`config.mk`:
```
export PLATFORM = sky130hd
export DESIGN_NAME = deterministic_primality_test_32
export DESIGN_NICKNAME = d
export VERILOG_FILES = /design/src/rtl/core/dpt32_pkg.sv /design/src/rtl/core/dpt32_front.sv /design/src/rtl/core/dpt32_mulmod.sv /design/src/rtl/core/dpt32_engine.sv /design/src/rtl/core/deterministic_primality_test_32.sv
export SDC_FILE = /design/constraint.sdc
export NUM_CORES = 1
export LEC_CHECK = 0
export ABC_CLOCK_PERIOD_IN_PS = 21500
export BUFFER_PORTS_ARGS = -buffer_cell sky130_fd_sc_hd__buf_2
export CORE_ASPECT_RATIO = 0.5
export CORE_MARGIN = 2
export CORE_UTILIZATION = 44
export CTS_CLUSTER_DIAMETER = 80
export DETAILED_ROUTE_END_ITERATION = 10
export PLACE_DENSITY = 0.62
export SLEW_MARGIN = 20
export SYNTH_ARGS = -nofsm -noshare
export SYNTH_HDL_FRONTEND = slang
export SYNTH_SLANG_ARGS = --single-unit
```
`constraint.sdc`:
```
create_clock -name i_clk -period 21.5 [get_ports i_clk]
set_input_delay 4.3 -clock i_clk [delete_from_list [all_inputs] [get_ports i_clk]]
set_output_delay 4.3 -clock i_clk [all_outputs]
set_load 0.05 [all_outputs]
```
`src/rtl/core/dpt32_pkg.sv`:
```
// ----------------------------------------------------------------------------
// dpt32_pkg
// Types and constants shared by the primality tester modules.
// ----------------------------------------------------------------------------
`default_nettype none

package dpt32_pkg;

    // Classification of one item, made by the front end.
    typedef struct packed {
        logic trivial;   // answered without any witness round
        logic tval;      // answer for trivial items
        logic need7;     // base-7 round applies
        logic need61;    // base-61 round applies
    } t_class;

    // Witness bases; all fit in six bits.
    localparam int          BASE_BITS = 6;
    localparam logic [5:0] WITNESS_A = 6'd2;
    localparam logic [5:0] WITNESS_B = 6'd7;
    localparam logic [5:0] WITNESS_C = 6'd61;

    typedef enum logic [2:0] {
        R_BASE2  = 3'b001,
        R_BASE7  = 3'b010,
        R_BASE61 = 3'b100
    } t_round;

    typedef enum logic [6:0] {
        S_IDLE   = 7'b0000001,
        S_DECOMP = 7'b0000010,
        S_PSTEP  = 7'b0000100,
        S_PSQ_W  = 7'b0001000,
        S_PMUL_W = 7'b0010000,
        S_CHK    = 7'b0100000,
        S_SQR_W  = 7'b1000000
    } t_state;

endpackage

`default_nettype wire

```
`src/rtl/core/dpt32_front.sv`:
```
// ----------------------------------------------------------------------------
// dpt32_front
// Accepts items, classifies them and holds them in a two-entry queue.
// ----------------------------------------------------------------------------
`default_nettype none

module dpt32_front #(
    parameter int W = 32
) (
    input  logic            i_clk,
    input  logic            i_rst_n,
    input  logic            i_push,
    input  logic [W-1:0]    i_candidate,
    output logic            o_full,
    input  logic            i_take,
    output logic            o_valid,
    output logic [W-1:0]    o_n,
    output dpt32_pkg::t_class o_cls
);
    import dpt32_pkg::*;

    logic [W-1:0] r_n_q [2];
    t_class       r_c_q [2];
    logic         r_wp;
    logic         r_rp;
    logic [1:0]   r_cnt;
    t_class       w_cls;
    logic         w_push_ok;
    logic         w_take_ok;

    always_comb begin
        w_cls.tval    = (i_candidate == W'(2));
        // Even numbers and one are settled here; two is the prime among them.
        w_cls.trivial = !i_candidate[0] || (i_candidate == W'(1));
        w_cls.need7   = (i_candidate > W'(7));
        w_cls.need61  = (i_candidate > W'(61));
    end

    assign o_full    = (r_cnt == 2'd2);
    assign o_valid   = (r_cnt != 2'd0);
    assign w_push_ok = i_push && !o_full;
    assign w_take_ok = i_take && o_valid;
    assign o_n       = r_n_q[r_rp];
    assign o_cls     = r_c_q[r_rp];

    always_ff @(posedge i_clk) begin
        if (w_push_ok) begin
            r_n_q[r_wp] <= i_candidate;
            r_c_q[r_wp] <= w_cls;
        end
    end

    always_ff @(posedge i_clk) begin
        if (!i_rst_n) begin
            r_wp  <= 1'b0;
            r_rp  <= 1'b0;
            r_cnt <= 2'd0;
        end else begin
            if (w_push_ok) r_wp <= !r_wp;
            if (w_take_ok) r_rp <= !r_rp;
            r_cnt <= r_cnt + {1'b0, w_push_ok} - {1'b0, w_take_ok};
        end
    end

endmodule

`default_nettype wire

```
`src/rtl/core/dpt32_mulmod.sv`:
```
// ----------------------------------------------------------------------------
// dpt32_mulmod
// Bit-serial modular multiplier: x*y mod m, one bit of y per cycle.
// ----------------------------------------------------------------------------
`default_nettype none

module dpt32_mulmod #(
    parameter int W = 32
) (
    input  logic                 i_clk,
    input  logic                 i_rst_n,
    input  logic                 i_start,
    input  logic [W-1:0]         i_x,
    input  logic [W-1:0]         i_y,
    input  logic [W-1:0]         i_m,
    input  logic [$clog2(W)-1:0] i_top,
    output logic                 o_done,
    output logic [W-1:0]         o_res
);
    logic                 r_busy;
    logic                 r_done;
    logic [$clog2(W)-1:0] r_idx;
    logic [W-1:0]         r_acc;
    logic [W-1:0]         r_x;
    logic [W-1:0]         r_y;
    logic [W-1:0]         r_m;
    logic [W:0]           w_dbl;
    logic [W:0]           w_dred;
    logic [W:0]           w_sum;
    logic [W:0]           w_sred;

    // Both operands stay below m, so each partial result needs one subtract.
    always_comb begin
        w_dbl  = {r_acc, 1'b0};
        w_dred = (w_dbl >= {1'b0, r_m}) ? (w_dbl - {1'b0, r_m}) : w_dbl;
        w_sum  = w_dred + (r_y[r_idx] ? {1'b0, r_x} : {(W+1){1'b0}});
        w_sred = (w_sum >= {1'b0, r_m}) ? (w_sum - {1'b0, r_m}) : w_sum;
    end

    assign o_done = r_done;
    assign o_res  = r_acc;

    always_ff @(posedge i_clk) begin
        if (i_start) begin
            r_x   <= i_x;
            r_y   <= i_y;
            r_m   <= i_m;
            r_idx <= i_top;
            r_acc <= '0;
        end else if (r_busy) begin
            r_acc <= w_sred[W-1:0];
            if (r_idx != '0) r_idx <= r_idx - 1'b1;
        end
    end

    always_ff @(posedge i_clk) begin
        if (!i_rst_n) begin
            r_busy <= 1'b0;
            r_done <= 1'b0;
        end else begin
            r_done <= 1'b0;
            if (i_start) begin
                r_busy <= 1'b1;
            end else if (r_busy && (r_idx == '0)) begin
                r_busy <= 1'b0;
                r_done <= 1'b1;
            end
        end
    end

endmodule

`default_nettype wire

```
`src/rtl/core/dpt32_engine.sv`:
```
// ----------------------------------------------------------------------------
// dpt32_engine
// Runs the Miller-Rabin rounds of one item and holds its result.
// ----------------------------------------------------------------------------
`default_nettype none

module dpt32_engine #(
    parameter int W = 32
) (
    input  logic              i_clk,
    input  logic              i_rst_n,
    input  logic              i_job_valid,
    input  logic [W-1:0]      i_job_n,
    input  dpt32_pkg::t_class i_job_cls,
    output logic              o_job_take,
    input  logic              i_pop,
    output logic              o_empty,
    output logic              o_flag
);
    import dpt32_pkg::*;

    localparam int IW = $clog2(W);

    t_state          r_state;
    t_round          r_round;
    logic [W-1:0]    r_n;
    logic [W-1:0]    r_d;
    logic [IW-1:0]   r_s;
    logic [IW-1:0]   r_k;
    logic [IW-1:0]   r_ebit;
    logic [W-1:0]    r_acc;
    logic            r_need7;
    logic            r_need61;
    logic            r_out_valid;
    logic            r_out_flag;
    logic            r_mstart;
    logic [W-1:0]    r_mx;
    logic [W-1:0]    r_my;
    logic [IW-1:0]   r_mtop;
    logic            w_mdone;
    logic [W-1:0]    w_mres;
    logic [W-1:0]    w_base;
    logic [W-1:0]    w_nm1;

    dpt32_mulmod #(.W(W)) u_mul (
        .i_clk   (i_clk),
        .i_rst_n (i_rst_n),
        .i_start (r_mstart),
        .i_x     (r_mx),
        .i_y     (r_my),
        .i_m     (r_n),
        .i_top   (r_mtop),
        .o_done  (w_mdone),
        .o_res   (w_mres)
    );

    always_comb begin
        case (r_round)
            R_BASE2:  w_base = {{(W-BASE_BITS){1'b0}}, WITNESS_A};
            R_BASE7:  w_base = {{(W-BASE_BITS){1'b0}}, WITNESS_B};
            R_BASE61: w_base = {{(W-BASE_BITS){1'b0}}, WITNESS_C};
            default:  w_base = {{(W-BASE_BITS){1'b0}}, WITNESS_A};
        endcase
    end

    assign w_nm1      = r_n - W'(1);
    assign o_job_take = (r_state == S_IDLE) && i_job_valid && !r_out_valid;
    assign o_empty    = !r_out_valid;
    assign o_flag     = r_out_flag;

    always_ff @(posedge i_clk) begin
        if (!i_rst_n) begin
            r_state     <= S_IDLE;
            r_out_valid <= 1'b0;
            r_mstart    <= 1'b0;
        end else begin
            r_mstart <= 1'b0;
            if (i_pop && r_out_valid) r_out_valid <= 1'b0;
            case (r_state)
                S_IDLE: begin
                    if (o_job_take) begin
                        if (i_job_cls.trivial) begin
                            r_out_valid <= 1'b1;
                            r_out_flag  <= i_job_cls.tval;
                        end else begin
                            r_n      <= i_job_n;
                            r_d      <= {1'b0, i_job_n[W-1:1]};
                            r_s      <= IW'(1);
                            r_round  <= R_BASE2;
                            r_need7  <= i_job_cls.need7;
                            r_need61 <= i_job_cls.need61;
                            r_state  <= S_DECOMP;
                        end
                    end
                end
                S_DECOMP: begin
                    if (!r_d[0]) begin
                        r_d <= {1'b0, r_d[W-1:1]};
                        r_s <= r_s + 1'b1;
                    end else begin
                        r_acc   <= W'(1);
                        r_ebit  <= IW'(W-1);
                        r_state <= S_PSTEP;
                    end
                end
                S_PSTEP: begin
                    // Squaring one gives one, so the leading zeros cost nothing.
                    if (r_acc == W'(1)) begin
                        if (r_d[r_ebit]) begin
                            r_mx     <= r_acc;
                            r_my     <= w_base;
                            r_mtop   <= IW'(BASE_BITS-1);
                            r_mstart <= 1'b1;
                            r_state  <= S_PMUL_W;
                        end else if (r_ebit == '0) begin
                            r_k     <= '0;
                            r_state <= S_CHK;
                        end else begin
                            r_ebit <= r_ebit - 1'b1;
                        end
                    end else begin
                        r_mx     <= r_acc;
                        r_my     <= r_acc;
                        r_mtop   <= IW'(W-1);
                        r_mstart <= 1'b1;
                        r_state  <= S_PSQ_W;
                    end
                end
                S_PSQ_W: begin
                    if (w_mdone) begin
                        r_acc <= w_mres;
                        if (r_d[r_ebit]) begin
                            r_mx     <= w_mres;
                            r_my     <= w_base;
                            r_mtop   <= IW'(BASE_BITS-1);
                            r_mstart <= 1'b1;
                            r_state  <= S_PMUL_W;
                        end else if (r_ebit == '0) begin
                            r_k     <= '0;
                            r_state <= S_CHK;
                        end else begin
                            r_ebit  <= r_ebit - 1'b1;
                            r_state <= S_PSTEP;
                        end
                    end
                end
                S_PMUL_W: begin
                    if (w_mdone) begin
                        r_acc <= w_mres;
                        if (r_ebit == '0) begin
                            r_k     <= '0;
                            r_state <= S_CHK;
                        end else begin
                            r_ebit  <= r_ebit - 1'b1;
                            r_state <= S_PSTEP;
                        end
                    end
                end
                S_CHK: begin
                    if (((r_k == '0) && (r_acc == W'(1))) ||
                        ((r_k != r_s) && (r_acc == w_nm1))) begin
                        // Round passed: move on to the next base that applies.
                        r_acc  <= W'(1);
                        r_ebit <= IW'(W-1);
                        if ((r_round == R_BASE2) && r_need7) begin
                            r_round <= R_BASE7;
                            r_state <= S_PSTEP;
                        end else if ((r_round != R_BASE61) && r_need61) begin
                            r_round <= R_BASE61;
                            r_state <= S_PSTEP;
                        end else begin
                            r_out_valid <= 1'b1;
                            r_out_flag  <= 1'b1;
                            r_state     <= S_IDLE;
                        end
                    end else if (r_k == r_s) begin
                        r_out_valid <= 1'b1;
                        r_out_flag  <= 1'b0;
                        r_state     <= S_IDLE;
                    end else begin
                        r_mx     <= r_acc;
                        r_my     <= r_acc;
                        r_mtop   <= IW'(W-1);
                        r_mstart <= 1'b1;
                        r_state  <= S_SQR_W;
                    end
                end
                S_SQR_W: begin
                    if (w_mdone) begin
                        r_acc   <= w_mres;
                        r_k     <= r_k + 1'b1;
                        r_state <= S_CHK;
                    end
                end
                default: r_state <= S_IDLE;
            endcase
        end
    end

endmodule

`default_nettype wire

```
`src/rtl/core/deterministic_primality_test_32.sv`:
```
// ----------------------------------------------------------------------------
// deterministic_primality_test_32
// Deterministic Miller-Rabin primality test with bases 2, 7 and 61.
// ----------------------------------------------------------------------------
// Each item is one candidate of NUMBER_WIDTH bits; each gives one result
// flag, in order. Even numbers, zero and one are answered without any
// witness round. Odd candidates run up to three witness rounds on a
// bit-serial modular multiplier that steps through all NUMBER_WIDTH bits
// for a square and six bits for a multiply by a base. The squares of the
// exponentiation and of the check together stay below NUMBER_WIDTH per
// round. A two-entry queue in front and a result register behind let
// items be pushed while a test runs and while a result waits to be popped.
`default_nettype none

module deterministic_primality_test_32 #(
    parameter int NUMBER_WIDTH = 32
) (
    input  logic                    i_clk,
    input  logic                    i_rst_n,
    input  logic                    push,
    input  logic [NUMBER_WIDTH-1:0] i_candidate,
    output logic                    full,
    output logic                    empty,
    input  logic                    pop,
    output logic                    o_is_prime_flag
);
    import dpt32_pkg::*;

    logic                    w_job_valid;
    logic                    w_job_take;
    logic [NUMBER_WIDTH-1:0] w_job_n;
    t_class                  w_job_cls;

    dpt32_front #(.W(NUMBER_WIDTH)) u_front (
        .i_clk       (i_clk),
        .i_rst_n     (i_rst_n),
        .i_push      (push),
        .i_candidate (i_candidate),
        .o_full      (full),
        .i_take      (w_job_take),
        .o_valid     (w_job_valid),
        .o_n         (w_job_n),
        .o_cls       (w_job_cls)
    );

    dpt32_engine #(.W(NUMBER_WIDTH)) u_engine (
        .i_clk       (i_clk),
        .i_rst_n     (i_rst_n),
        .i_job_valid (w_job_valid),
        .i_job_n     (w_job_n),
        .i_job_cls   (w_job_cls),
        .o_job_take  (w_job_take),
        .i_pop       (pop),
        .o_empty     (empty),
        .o_flag      (o_is_prime_flag)
    );

endmodule

`default_nettype wire

```
==> flow_summary.yaml <==
status:
  outcome: "completed"
critical_path:
  crit_path_top_delay_cell: "o31ai_1"
  crit_path_max_fanout: 24
  path_class: "flip-flop to flip-flop"
  worst_path_largest_cell_delay_ns: 0.70
  rr_startpoint: "u_engine.u_mul.o_res[11]"
  r2r_slack_ns: 12.60
  critPathCaptureType: "flip-flop"
  r2r_cells: 30
  required_ns: 21.94
  reg2reg_to: "u_engine.u_mul.o_res[0]"
  arrival_ns: 9.34
  startpoint_type: "flip-flop"
synth:
  synth.yosys.seq_area_share: 0.5103
  synth_fp_nets: 2250
  syn_area_sq_um: 22950
  yosysTopAreaCellShare: 0.4684
  yosysUniqueCellTypes: 93
  synthTopCellsByArea: "edfxtp_1 (47%), ha_1 (5.7%), nand2_1 (4.3%)"
  synth_async_sr_flop_share: 0
  yosys_warnings: 0
  synthCells: 2106
  synth.avg_cell_area_sq_um: 10.90
  synth_enable_flop_cells: 358
  post-synth-top-count-cell: "edfxtp_1"
  synth_ff_type: "edfxtp_1"
  synth_seq_cells: 406
  synth_common_cells: "edfxtp_1 (358), nand2_1 (261), nor2_1 (144)"
  synth_area_leader_cell: "edfxtp_1"
drt:
  via_per_inst: 5.768
  highest_layer: "met4"
  route.met2.wl_microns: 26710
  drt-met1-wl_microns: 30100
  num_vias: 16555
  routed_wl_microns: 62900
  drtIter0Drc: 1848
  wl_met3_microns: 4880
  wl_per_cell_microns: 21.91
  final_antenna_net_count: 0
  firstDrtPassIters: 6
  drcViolationCount: 0
pwr:
  power.density_nw_per_um2: 83.37
  p_clk_frac: 0.347
  leakagePower_nw: 9.586
  p_switching_w: 0.0006092
  finalPower_w: 0.002112
  p_seq_frac: 0.463
  sw_frac_of_total: 0.2885
  comb_power_share: 0.190
  ir_drop_mv: 0.07820
  intPower_w: 0.001503
finish:
  final-seq-area_sq_um: 11720
  multiInputGateArea_sq_um: 10690
  num_antenna_cells: 0
  nNetsFinal: 2281
  area_growth_pct: 10.37
  drive_above_1_share: 0.1111
  fill_cells: 4585
  final_area_sq_um: 25330
  fin_cells: 2870
floorplan:
  die_width_microns: 327.0
  io_pins: 39
  core_area_sq_um: 51750
  num_rows: 59
  die_area_sq_um: 54120
  floorplan.initialDensity: 0.4435
  die-height_microns: 165.5
clock_tree:
  cts_setup_buffers: 0
  holdBufCountCts: 0
  cts_buffers: 40
  cts-htree-levels: 2
  clkSinkCount: 406
  cts_tree: "done"
  clkTransAtPathRegs_ns: 0.06
  clk_latency_ns: 0.57
  root_buffer: "clkbuf_16"
  clock_path_buffers: 3
  ctsResizeCount: 0
global_routing:
  first_global_vias: 15600
  grt_usage: 0.2324
  antenna_found_initial: 3
  grt_max_degree: 78
  grt_pass1_wl_microns: 95160
  gr-total-overflow: 0
placed_design:
  placed_cells: 2794
  gp_congestion: 0.9375
  place_area_sq_um: 23930
  hpwl_microns: 46000
  port_buffers: 38
timing:
  max_slew_margin: 0.3075
  hold_viol_final: 0
  period_share: 0.4141
  final.min_clock_period_ns: 8.902
  setup_violations: 0
  slew_violations: 0
  rsz0062_at_grt: "no"
  finClkSkew_ns: 0.02703
  finalSetupTns_ns: 0
  clock.fmax_mhz: 112.3
  worst_slew_pin_slew_ns: 1.039
min_path:
  worstHoldStart: "u_engine.r_mx[3]"
  hold_class: "flip-flop to flip-flop"
  holdPathStages: 0
  min_to: "u_engine.u_mul.r_x[3]"
flow_run:
  maxCapViolCount: 0
## state kept, by name, indices dropped and copies added, names as in the netlist, 7 cells and up, named ones only
name                  count
u_engine.r_n             32
u_engine.r_mx            32
u_engine.u_mul.o_res     32
u_front.r_n_q            64
u_engine.r_d             31
u_engine.r_my            32
u_front.r_c_q             8
u_engine.u_mul.r_y       32
u_engine.u_mul.r_x       32
u_engine.u_mul.r_m       32
u_engine.r_acc           32
u_engine.r_state          7
## through the flow
stage	hold slack, ns	util	setup slack [ns]
after floorplan	0.4003	-	14.11
after global placement	0.4006	0.4624	12.84
after detailed placement	0.4045	0.4624	12.69
after CTS	0.4181	0.4886	12.67
after global routing	0.4255	0.4895	12.00
final	0.4162	0.4895	12.60
## worst max-delay path: cells and delay by family, from the launching register on
kind / cells / cell delay [ns]
and+or+nand+nor: 8 / 1.45
AOI/OAI and AO/OA: 14 / 4.10
buffers and inverters: 3 / 1.06
DFF: 1 / 0.39
xor gates and xnor gates: 1 / 0.24
muxes: 1 / 0.39
adders and majority gates: 3 / 1.09
## kinds of logic after synthesis
kind of cell | share of synthesized area
AO/OA/AOI/OAI | 0.1278
XOR/XNOR | 0.05299
adder cells (fa/ha/maj) | 0.05986
buffers and inverters | 0.02590
flip-flops | 0.5103
multiplexers | 0.06095
AND/OR/NAND/NOR | 0.1622
## layout make-up
type,count,share of cell area
Clock buffer,55,0.04495
Clock inverter,19,0.008595
Inverter,82,0.01215
Multi-Input combinational cell,1548,0.4221
Sequential cell,406,0.4625
Tap cell,701,0.03463
Timing Repair Buffer,59,0.01502
## cells in the final DEF, fill, tap and decap left out, types with 8 or more instances in the layout
cell / instances
a21o_1: 48
nor4_1: 19
clkbuf_16: 41
edfxtp_1: 358
xnor2_1: 86
dfxtp_1: 46
nand2b_1: 55
o21ai_0: 115
o21a_1: 21
o211ai_1: 16
a211oi_1: 41
nand4_1: 22
nand3_1: 30
buf_2: 38
nor3_1: 36
xor2_1: 51
a21oi_1: 108
nand2_1: 261
and3_1: 19
mux4_2: 17
and2_1: 45
mux2_2: 60
a31oi_1: 11
ha_1: 105
nor2b_1: 52
o31ai_1: 8
inv_1: 82
mux2i_1: 33
buf_4: 19
nor2_1: 142
clkbuf_1: 8
## power groups by stage
stage / Sequential [W] / Combinational (W) / Clock [W]
after floorplan: 0.000969 / 0.000301 / 0
after global placement: 0.000991 / 0.000390 / 0
after detailed placement: 0.000993 / 0.000393 / 0
after CTS: 0.000976 / 0.000396 / 0.000745
after global routing: 0.000982 / 0.000444 / 0.000774
final: 0.000978 / 0.000400 / 0.000733
## routing by layer
layer  up-vias  global-route usage
li1       7847                   -
met4         0             0.05421
met3        73             0.04826
met2       592              0.3488
met1      8043              0.3437
met5         -                   0
## worst max-delay path by stage
stage                                         from                 endpoint  slack (ns)  cells after the start
after detailed placement    u_engine.u_mul.r_m[11]  u_engine.u_mul.o_res[0]       12.69                     31
final                     u_engine.u_mul.o_res[11]  u_engine.u_mul.o_res[0]       12.60                     30
after floorplan                            i_rst_n         u_engine.r_mx[0]       14.11                      3
after global routing       u_engine.u_mul.o_res[8]  u_engine.u_mul.o_res[0]       12.00                     30
after CTS                   u_engine.u_mul.r_m[11]  u_engine.u_mul.o_res[0]       12.67                     31
after global placement    u_engine.u_mul.o_res[11]  u_engine.u_mul.o_res[0]       12.84                     30
Power figures use the tool's default switching activity.
